### config.mk
export PLATFORM = sky130hd
export DESIGN_NAME = timed_event_queue
export DESIGN_NICKNAME = d
export VERILOG_FILES = /design/src/design/teq_pkg.sv /design/src/design/teq_ram.sv /design/src/design/timed_event_queue.sv
export SDC_FILE = /design/constraint.sdc
export NUM_CORES = 2
export LEC_CHECK = 0
export BUFFER_PORTS_ARGS = -buffer_cell sky130_fd_sc_hd__buf_4
export CAP_MARGIN = 5
export CORE_ASPECT_RATIO = 1.2
export CORE_MARGIN = 5
export CORE_UTILIZATION = 58
export DETAILED_ROUTE_END_ITERATION = 8
export PLACE_DENSITY = 0.75
export SYNTH_ARGS = -nofsm -noshare
export SYNTH_HDL_FRONTEND = slang
export SYNTH_HIERARCHICAL = 1
export SYNTH_SLANG_ARGS = --single-unit
### constraint.sdc
create_clock -name clk -period 14.57 [get_ports clk]
set_input_delay 1.457 -clock clk [delete_from_list [all_inputs] [get_ports clk]]
set_output_delay 1.457 -clock clk [all_outputs]
set_load 0.02 [all_outputs]
### src/design/teq_pkg.sv
// ---------------------------------------------------------------------------
// teq_pkg
// Shared types and constants of the timed event queue.
// ---------------------------------------------------------------------------
package teq_pkg;
  localparam int DEPTH        = 16;
  localparam int TIME_BITS    = 48;
  localparam int HANDLER_BITS = 8;
  localparam int ARG_BITS     = 16;
  localparam int SLOT_BITS    = $clog2(DEPTH);
  localparam int COUNT_BITS   = $clog2(DEPTH + 1);
  localparam int STAMP_BITS   = 32;
  localparam int ENTRY_BITS   = TIME_BITS + HANDLER_BITS + ARG_BITS + STAMP_BITS;
  localparam int US_PER_MS    = 1000;

  localparam logic [2:0] OP_SCHED_REL  = 3'd0;
  localparam logic [2:0] OP_SCHED_ABS  = 3'd1;
  localparam logic [2:0] OP_CANCEL_HND = 3'd2;
  localparam logic [2:0] OP_CANCEL_SIG = 3'd3;
  localparam logic [2:0] OP_EXPIRE     = 3'd4;
  localparam logic [2:0] OP_QUERY      = 3'd5;

  localparam logic [2:0] ST_OK        = 3'd0;
  localparam logic [2:0] ST_DUP       = 3'd1;
  localparam logic [2:0] ST_FULL      = 3'd2;
  localparam logic [2:0] ST_NOT_FOUND = 3'd3;
  localparam logic [2:0] ST_NONE      = 3'd4;

  typedef struct packed {
    logic [TIME_BITS-1:0]    deadline;
    logic [HANDLER_BITS-1:0] handler;
    logic [ARG_BITS-1:0]     argument;
    logic [STAMP_BITS-1:0]   stamp;
  } entry_t;
endpackage

### src/design/teq_ram.sv
// ---------------------------------------------------------------------------
// teq_ram
// Generic single-port-write, single-read RAM with registered read data.
// ---------------------------------------------------------------------------
module teq_ram #(
  parameter int WIDTH = 8,
  parameter int DEPTH = 16
) (
  input  logic                     clk,
  input  logic                     we,
  input  logic [$clog2(DEPTH)-1:0] waddr,
  input  logic [WIDTH-1:0]         wdata,
  input  logic [$clog2(DEPTH)-1:0] raddr,
  output logic [WIDTH-1:0]         rdata
);
  logic [WIDTH-1:0] mem [DEPTH];

  always_ff @(posedge clk) begin
    if (we) begin
      mem[waddr] <= wdata;
    end
    rdata <= mem[raddr];
  end
endmodule

### src/design/timed_event_queue.sv
// ---------------------------------------------------------------------------
// timed_event_queue
// Sixteen-slot store of timed events: schedule, cancel, expire, query.
// ---------------------------------------------------------------------------
// a scan pass reads one slot a cycle, then a decide and an emit state load the
// result word; a relative schedule first passes a multiply and a sum state for
// the deadline, handle cancel goes straight to decide, and an unused op straight
// to emit. one item at a time: in_stall is high until the result word is loaded;
// expire rescans for each further word; output stalls hold the emit state.
// reset clears valid bits and the insert counter; the slot memory is not cleared.
module timed_event_queue (
  input  logic                              clk,
  input  logic                              rst_n,
  input  logic                              in_valid,
  output logic                              in_stall,
  input  logic [2:0]                        in_op,
  input  logic [teq_pkg::TIME_BITS-1:0]     in_now_us,
  input  logic [31:0]                       in_delay_ms,
  input  logic [teq_pkg::TIME_BITS-1:0]     in_abs_time_us,
  input  logic [teq_pkg::HANDLER_BITS-1:0]  in_handler_id,
  input  logic [teq_pkg::ARG_BITS-1:0]      in_argument_id,
  input  logic                              in_reject_duplicate,
  input  logic [teq_pkg::SLOT_BITS-1:0]     in_handle,
  output logic                              out_valid,
  input  logic                              out_stall,
  output logic [2:0]                        out_status,
  output logic [teq_pkg::SLOT_BITS-1:0]     out_handle,
  output logic [teq_pkg::HANDLER_BITS-1:0]  out_handler_id,
  output logic [teq_pkg::ARG_BITS-1:0]      out_argument_id,
  output logic [teq_pkg::TIME_BITS-1:0]     out_delta_us,
  output logic [teq_pkg::COUNT_BITS-1:0]    out_pending_count,
  output logic                              out_last
);
  localparam int TB = teq_pkg::TIME_BITS;
  localparam int SB = teq_pkg::SLOT_BITS;
  localparam int CB = teq_pkg::COUNT_BITS;

  typedef enum logic [5:0] {
    S_IDLE  = 6'b000001,
    S_MUL   = 6'b000010,
    S_SUM   = 6'b000100,
    S_SCAN  = 6'b001000,
    S_DEC   = 6'b010000,
    S_EMIT  = 6'b100000
  } state_t;

  state_t                        state_r, state_nxt;
  logic [teq_pkg::DEPTH-1:0]     valid_r, valid_nxt;
  logic [31:0]                   icnt_r, icnt_nxt;

  // latched item
  logic [2:0]                    op_r;
  logic [TB-1:0]                 now_r;
  logic [31:0]                   dly_r;
  logic [teq_pkg::HANDLER_BITS-1:0] hid_r;
  logic [teq_pkg::ARG_BITS-1:0]  aid_r;
  logic                          rej_r;
  logic [SB-1:0]                 hnd_r;
  logic [TB+9:0]                 prod_r;
  logic [TB-1:0]                 dl_r;
  logic [4:0]                    nexp_r;

  // scan
  logic [SB:0]                   raddr_r;   // address issued
  logic                          rvld_r;    // rdata belongs to slot rslot_r
  logic [SB-1:0]                 rslot_r;
  logic                          found_r;
  logic [1:0]                    ndue_r;    // due entries seen, saturates at two
  logic [SB-1:0]                 best_r;
  teq_pkg::entry_t               beste_r;

  // output register
  logic                          ov_r;
  logic [2:0]                    st_r;
  logic [SB-1:0]                 oh_r;
  logic [teq_pkg::HANDLER_BITS-1:0] ohid_r;
  logic [teq_pkg::ARG_BITS-1:0]  oaid_r;
  logic [TB-1:0]                 odel_r;
  logic [CB-1:0]                 opc_r;
  logic                          olast_r;

  teq_pkg::entry_t               rdata, wdata;
  logic                          we;
  logic [SB-1:0]                 raddr_mem;

  // lowest free slot and count
  logic              free_any;
  logic [SB-1:0]     free_slot;
  logic [CB-1:0]     cnt;

  teq_ram #(.WIDTH(teq_pkg::ENTRY_BITS), .DEPTH(teq_pkg::DEPTH)) u_ram (
    .clk(clk), .we(we), .waddr(free_slot), .wdata(wdata),
    .raddr(raddr_mem), .rdata(rdata)
  );

  // handle cancel reads its slot while the word is taken
  assign raddr_mem = (state_r == S_IDLE) ? in_handle : raddr_r[SB-1:0];
  assign wdata = '{deadline: dl_r, handler: hid_r, argument: aid_r, stamp: icnt_r};

  always_comb begin
    free_any = 1'b0;
    free_slot = '0;
    cnt = '0;
    for (int i = teq_pkg::DEPTH - 1; i >= 0; i--) begin
      if (!valid_r[i]) begin
        free_any = 1'b1;
        free_slot = SB'(i);
      end
      cnt = cnt + CB'(valid_r[i]);
    end
  end

  logic is_min;
  assign is_min   = (op_r == teq_pkg::OP_EXPIRE) || (op_r == teq_pkg::OP_QUERY);

  // candidate compare on the entry read this cycle
  logic cand_hit, sig_eq, older;
  logic [31:0] age_c, age_b;
  always_comb begin
    age_c = icnt_r - rdata.stamp;
    age_b = icnt_r - beste_r.stamp;
    older = age_c > age_b;
    sig_eq = (rdata.handler == hid_r) && (rdata.argument == aid_r);
    if (is_min) begin
      cand_hit = !found_r || (rdata.deadline < beste_r.deadline) ||
                 ((rdata.deadline == beste_r.deadline) && older);
    end else begin
      cand_hit = !found_r && sig_eq;
    end
  end

  logic [TB+9:0] sum_w;
  logic [TB-1:0] delta_w;
  assign sum_w   = {10'd0, now_r} + prod_r;
  assign delta_w = (beste_r.deadline > now_r) ? beste_r.deadline - now_r : '0;

  logic out_free;
  assign out_free = !ov_r || !out_stall;
  assign in_stall = (state_r != S_IDLE);

  // result word load
  logic          load;
  logic          ld_we;
  logic [2:0]    ld_st;
  logic          ld_slot_en;
  logic [TB-1:0] ld_del;
  logic          ld_last;
  logic [CB-1:0] ld_cnt;
  logic [SB-1:0] ld_slot;
  logic [teq_pkg::HANDLER_BITS-1:0] ld_hid;
  logic [teq_pkg::ARG_BITS-1:0]     ld_aid;

  assign we = ld_we;

  always_comb begin
    state_nxt  = state_r;
    valid_nxt  = valid_r;
    icnt_nxt   = icnt_r;
    load       = 1'b0;
    ld_we      = 1'b0;
    ld_st      = teq_pkg::ST_OK;
    ld_slot_en = 1'b0;
    ld_slot    = best_r;
    ld_hid     = beste_r.handler;
    ld_aid     = beste_r.argument;
    ld_del     = '0;
    ld_last    = 1'b1;
    ld_cnt     = cnt;
    unique case (state_r)
      S_IDLE: begin
        if (in_valid) begin
          priority case (in_op)
            teq_pkg::OP_SCHED_REL: state_nxt = S_MUL;
            teq_pkg::OP_SCHED_ABS, teq_pkg::OP_CANCEL_SIG,
            teq_pkg::OP_EXPIRE, teq_pkg::OP_QUERY: state_nxt = S_SCAN;
            teq_pkg::OP_CANCEL_HND: state_nxt = S_DEC;
            default: state_nxt = S_EMIT;
          endcase
        end
      end
      S_MUL: state_nxt = S_SUM;
      S_SUM: state_nxt = S_SCAN;
      S_SCAN: begin
        if (rvld_r && rslot_r == SB'(teq_pkg::DEPTH - 1)) begin
          state_nxt = S_DEC;
        end
      end
      S_DEC: state_nxt = S_EMIT;
      S_EMIT: begin
        if (out_free) begin
          load = 1'b1;
          state_nxt = S_IDLE;
          priority case (op_r)
            teq_pkg::OP_SCHED_REL, teq_pkg::OP_SCHED_ABS: begin
              ld_slot_en = 1'b1;
              if (rej_r && found_r) begin
                ld_st = teq_pkg::ST_DUP;
              end else if (!free_any) begin
                ld_st = teq_pkg::ST_FULL;
                ld_slot_en = 1'b0;
              end else begin
                ld_slot = free_slot;
                ld_hid = hid_r;
                ld_aid = aid_r;
                ld_we = 1'b1;
                valid_nxt[free_slot] = 1'b1;
                icnt_nxt = icnt_r + 32'd1;
                ld_cnt = cnt + CB'(1);
              end
            end
            teq_pkg::OP_CANCEL_HND, teq_pkg::OP_CANCEL_SIG: begin
              if (found_r) begin
                ld_slot_en = 1'b1;
                valid_nxt[best_r] = 1'b0;
                ld_cnt = cnt - CB'(1);
              end else begin
                ld_st = teq_pkg::ST_NOT_FOUND;
              end
            end
            teq_pkg::OP_EXPIRE: begin
              if (found_r && beste_r.deadline < now_r) begin
                ld_slot_en = 1'b1;
                valid_nxt[best_r] = 1'b0;
                ld_cnt = cnt - CB'(1);
                // last when no second due entry was seen or the word limit is hit
                ld_last = (nexp_r == 5'd15) || (ndue_r == 2'd1);
                if (!ld_last) begin
                  state_nxt = S_SCAN;
                end
              end else begin
                ld_st = teq_pkg::ST_NONE;
              end
            end
            teq_pkg::OP_QUERY: begin
              if (found_r) begin
                ld_slot_en = 1'b1;
                ld_del = delta_w;
              end else begin
                ld_st = teq_pkg::ST_NONE;
              end
            end
            default: ld_st = teq_pkg::ST_NOT_FOUND;
          endcase
        end
      end
      default: state_nxt = S_IDLE;
    endcase
  end

  always_ff @(posedge clk) begin
    if (!rst_n) begin
      state_r  <= S_IDLE;
      valid_r  <= '0;
      icnt_r   <= '0;
      ov_r     <= 1'b0;
      raddr_r  <= '0;
      rvld_r   <= 1'b0;
      found_r  <= 1'b0;
      ndue_r   <= '0;
    end else begin
      state_r <= state_nxt;
      valid_r <= valid_nxt;
      icnt_r  <= icnt_nxt;
      if (ov_r && !out_stall) begin
        ov_r <= 1'b0;
      end
      if (load) begin
        ov_r <= 1'b1;
      end
      if (state_r == S_IDLE || (load && state_nxt == S_SCAN)) begin
        raddr_r <= '0;
        rvld_r  <= 1'b0;
        found_r <= 1'b0;
        ndue_r  <= '0;
      end else if (state_r == S_SCAN) begin
        if (raddr_r < (SB+1)'(teq_pkg::DEPTH)) begin
          raddr_r <= raddr_r + (SB+1)'(1);
        end
        rvld_r  <= (raddr_r < (SB+1)'(teq_pkg::DEPTH));
        if (rvld_r && valid_r[rslot_r] && cand_hit) begin
          found_r <= 1'b1;
        end
        if (rvld_r && valid_r[rslot_r] && (rdata.deadline < now_r) &&
            (ndue_r != 2'd2)) begin
          ndue_r <= ndue_r + 2'd1;
        end
      end else if (state_r == S_DEC && op_r == teq_pkg::OP_CANCEL_HND) begin
        found_r <= valid_r[hnd_r];
      end
    end
  end

  always_ff @(posedge clk) begin
    if (state_r == S_IDLE && in_valid) begin
      op_r  <= in_op;
      now_r <= in_now_us;
      dly_r <= in_delay_ms;
      hid_r <= in_handler_id;
      aid_r <= in_argument_id;
      rej_r <= in_reject_duplicate;
      hnd_r <= in_handle;
      dl_r  <= in_abs_time_us;
      nexp_r <= '0;
    end
    if (state_r == S_MUL) begin
      prod_r <= (TB+10)'(dly_r) * (TB+10)'(teq_pkg::US_PER_MS);
    end
    if (state_r == S_SUM) begin
      dl_r <= (sum_w[TB+9:TB] != '0) ? {TB{1'b1}} : sum_w[TB-1:0];
    end
    rslot_r <= raddr_r[SB-1:0];
    if (state_r == S_SCAN && rvld_r && valid_r[rslot_r] && cand_hit) begin
      best_r  <= rslot_r;
      beste_r <= rdata;
    end
    if (state_r == S_DEC && op_r == teq_pkg::OP_CANCEL_HND) begin
      best_r  <= hnd_r;
      beste_r <= rdata;
    end
    if (load) begin
      nexp_r  <= nexp_r + 5'd1;
      st_r    <= ld_st;
      oh_r    <= ld_slot_en ? ld_slot : '0;
      ohid_r  <= ld_slot_en ? ld_hid : '0;
      oaid_r  <= ld_slot_en ? ld_aid : '0;
      odel_r  <= ld_del;
      opc_r   <= ld_cnt;
      olast_r <= ld_last;
    end
  end

  assign out_valid         = ov_r;
  assign out_status        = st_r;
  assign out_handle        = oh_r;
  assign out_handler_id    = ohid_r;
  assign out_argument_id   = oaid_r;
  assign out_delta_us      = odel_r;
  assign out_pending_count = opc_r;
  assign out_last          = olast_r;
endmodule

==> key figures <==
Status
  • Status: finished clean

Critical path
  • R2R Path End: beste_r[66]
  • Critical path peak fanout: 52
  • Crit Path Category: register to register
  • Crit path launch: icnt_r[0]
  • CP required: between 15 and 20 ns
  • Worst Path Arrival: a little over 8 ns
  • Crit end category: register
  • Worst reg-to-reg path cell count: 24
  • CP endpoint: beste_r[66]
  • Worst setup SP type: register
  • R2r setup slk: just under 7 ns
  • Worst flop-to-flop path startpoint: icnt_r[0]

Synth
  • Ys Warns: 6
  • Synthesized net count: 6667
  • Synth area leaders: edfxtp_1 (63%), mux4_2 (9.8%), ha_1 (4.8%)
  • Post-Syn Area: 0.0982 sq mm
  • Synth Flop Type: edfxtp_1
  • Main combinational cell family by area after synthesis: multiplexers
  • EDFF count, synth: between 2k and 2.5k
  • Mux share of post-synthesis cell area: 9.89%
  • Share of the synthesized area in the top cell type: around 63%
  • Post-Synth Adder-Cell Area: 7.46%
  • Synth Area in XOR/XNOR: 2.02%
  • Unique cell type count in the Yosys netlist: a little under 90
  • Syn Area/Cell: between 15 and 20 sq um
  • Register area share after synthesis: about 67%
  • Compound-cell area share of the yosys netlist: approximately 6.9%
  • Synth Instances: 5997
  • FFs w/ async S/R, synth: 0%
  • Dominant cell type by area after synthesis: edfxtp_1
  • #FFs+latches synth: roughly 2.2k
  • Simple-Gate Fraction of Synth Area: 4.55%

Timing
  • F_max: roughly 130 MHz
  • Slew Limit Headroom: 14.7%
  • Endpoints failing setup: 0
  • Final Hold Violating Endpoints: 0
  • Worst Clk Skew: 0.0328 ns
  • Min cycle time layout: roughly 7.7 ns
  • Worst-Margin Slew: 1.27 ns
  • Max-slew violations: 0
  • Final setup TNS: 0 ns
  • Period utilization: a little over half
  • Unrepaired setup endpoints after global routing: false

Floorplan
  • Site Rows: approximately 170
  • Die footprint: between 0.15 and 0.2 sq mm
  • Die Span Y: ~460 um
  • Core area: about 0.17 sq mm
  • Starting Density: 58.3%
  • Die Width: a little under 400 um
  • I/O Pins: around 250

Power
  • Static Leak: about 40 nW
  • Worst VDD drop: roughly 150 uV
  • Net Sw Power: around 4.6 mW
  • Switching portion of total power: ~28%
  • Comb power frac: 21.0%
  • Flop pwr share: between 40% and 50%
  • PD cells: approximately 150 mW/mm^2
  • Cell-internal power: 11.9 mW
  • Clock Power Share: 33.4%

Cells and area
  • Final core occ: around 65%
  • Register area: approximately 0.065 sq mm
  • Most frequent cells in the layout: edfxtp_1 (2061), mux4_2 (426), inv_1 (414), ha_1 (374), buf_4 (313)
  • Fillers: ~11k
  • Area grow syn2layout: 11.6%
  • Multi-input logic area: about 0.03 sq mm
  • Commonest non-fill, non-tap cell in the layout: edfxtp_1
  • Fin nets: 6980
  • Share of cells above drive strength 1: between 10% and 20%

Clock tree
  • Clock root cell: clkbuf_16
  • Hold Buf Count CTS: 0
  • Cts repair resizes: 0
  • CTS tree: done
  • Clock slew at reported path FFs: 0.06 ns
  • Clock Sinks: between 2k and 2.5k
  • Worst-Skew Late Latency: between 0.8 and 0.9 ns
  • Setup Fix Bufs, Post-CTS: 0
  • CTS Buffer Depth: 3
  • Total CTS buffers: about 200
  • CTS H-tree depth: 4

Detailed routing
  • Final wirelength: around 240000 um
  • Via density: about 6.3
  • Detailed-route via count: 55.5k
  • Drc violations: 0
  • DRT Pass-1 Iters: 6
  • DRT iter0 DRCs: roughly 5.8k
  • Avg WL per Cell: about 28 um
  • Remaining antenna violation count: 0

GRT
  • Overall routing resource usage: between 20% and 30%
  • Grt ovf: 0
  • First-pass GRT wire length: 362000 um
  • Largest net degree at the start of global routing: 110
  • Antenna violations before repair: 5
  • Vias in the first global route: ~58k

Placement
  • Detailed Place HPWL: 142000 um
  • PortBufs: 250
  • Gp weighted congestion: 0.933

Flow run
  • Max Cap Viol: 0

Worst hold path
  • Min-delay worst type: register to register
## per-stage QoR
| step | hold slack [ns] | worst slack [ns] | instances | total power, mW | area [sq um] |
|---|---|---|---|---|---|
| after floorplan | 0.372 | 3.58 | 5997 | 10.2 | 98200 |
| after global placement | 0.398 | 6.99 | 8359 | 11.0 | 103000 |
| after detailed placement | 0.407 | 6.85 | 8359 | 11.1 | 103000 |
| after CTS | 0.419 | 6.82 | 8741 | 16.6 | 110000 |
| after global routing | 0.431 | 6.40 | 8742 | 17.3 | 110000 |
| final | 0.420 | 6.84 | 8742 | 16.5 | 110000 |
## per-layer routing
| layer | track usage [%] | share of wire, % | up-vias |
|---|---|---|---|
| li1 | - | - | 23900 |
| met1 | 36.7 | 38 | 28200 |
| met2 | 46.7 | 50 | 2905 |
| met3 | 5.11 | 9.0 | 454 |
| met4 | 8.24 | 3.1 | 0 |
| met5 | 0 | 0 | - |
## registers in the layout, indices dropped and copies added, names as in the netlist, 6 cells and up
signal and flops:
dl_r 48, u_ram/rdata 104, valid_r 16, now_r 48, prod_r 39, icnt_r 32, u_ram/mem 1664, hid_r 8
out_argument_id 16, out_delta_us 48, state_r 6, out_handler_id 8, dly_r 32, aid_r 16, beste_r 104
## layout make-up
cell class / count / share of cell area, %
flip-flops and latches: 2233 / 59.6
multi-input cells: 3137 / 27.8
clock buffers: 272 / 5.18
well taps: 2254 / 2.57
repair buffers: 318 / 2.24
inverters: 417 / 1.43
clock inverters: 110 / 1.18
diodes: 1 / 0.00228
## Yosys cell counts (all sizes together), types with 129 or more instances
master,number
a21o,136
a21oi,286
a22oi,210
clkbuf,138
dfxtp,172
edfxtp,2061
fa,132
ha,374
inv,416
mux4,426
nand2,294
nor2,244
o21ai,157
xnor2,129
## worst max-delay path, stage by stage (launching register included)
cell	delay [ns]
dfxtp_1	0.50
inv_1	0.23
ha_1	0.22
inv_1	0.07
fa_1	0.42
a211oi_1	0.24
o21bai_1	0.14
or4_1	0.52
a311o_1	0.36
a21oi_1	0.33
o221ai_1	0.26
a221oi_1	0.41
a21oi_1	0.12
o21a_1	0.18
nor2_1	0.11
xnor2_1	0.08
ha_1	0.30
nand4_1	0.11
nor2_1	0.19
nand2_1	0.11
o211ai_1	0.19
a31oi_1	0.15
a21oi_4	0.57
buf_4	0.71
buf_4	0.69
## power groups by stage
| stage | combinational [mW] | clock [mW] | sequential [mW] |
|---|---|---|---|
| 6_report | 3.46 | 5.52 | 7.52 |
| 5_1_grt | 3.84 | 5.88 | 7.54 |
| 3_5_place_dp | 3.41 | 0 | 7.65 |
| 3_3_place_gp | 3.33 | 0 | 7.64 |
| 2_1_floorplan | 2.62 | 0 | 7.56 |
| 4_1_cts | 3.46 | 5.59 | 7.52 |
## cell families (layout without fill, tap and decap cells)
kind of cell | count (synthesis) | count (layout)
adders and majority gates | 506 | 506
AOI/OAI and AO/OA | 1035 | 1035
DFF | 2233 | 2233
other | 0 | 1
buffers and inverters | 627 | 1117
xor gates and xnor gates | 226 | 226
muxes | 437 | 437
and+or+nand+nor | 933 | 933
## worst min path at each step
| stage | startpoint | endpoint | slack [ns] | depth (start not counted) |
|---|---|---|---|---|
| 2_1_floorplan | raddr_r[3] | rslot_r[3] | 0.37 | 0 |
| 3_3_place_gp | raddr_r[3] | rslot_r[3] | 0.40 | 0 |
| 3_5_place_dp | raddr_r[3] | rslot_r[3] | 0.41 | 0 |
| 4_1_cts | raddr_r[3] | rslot_r[3] | 0.42 | 0 |
| 5_1_grt | raddr_r[3] | rslot_r[3] | 0.43 | 0 |
| 6_report | raddr_r[3] | rslot_r[3] | 0.42 | 0 |
Note: power is estimated with default switching activity, not from simulation.
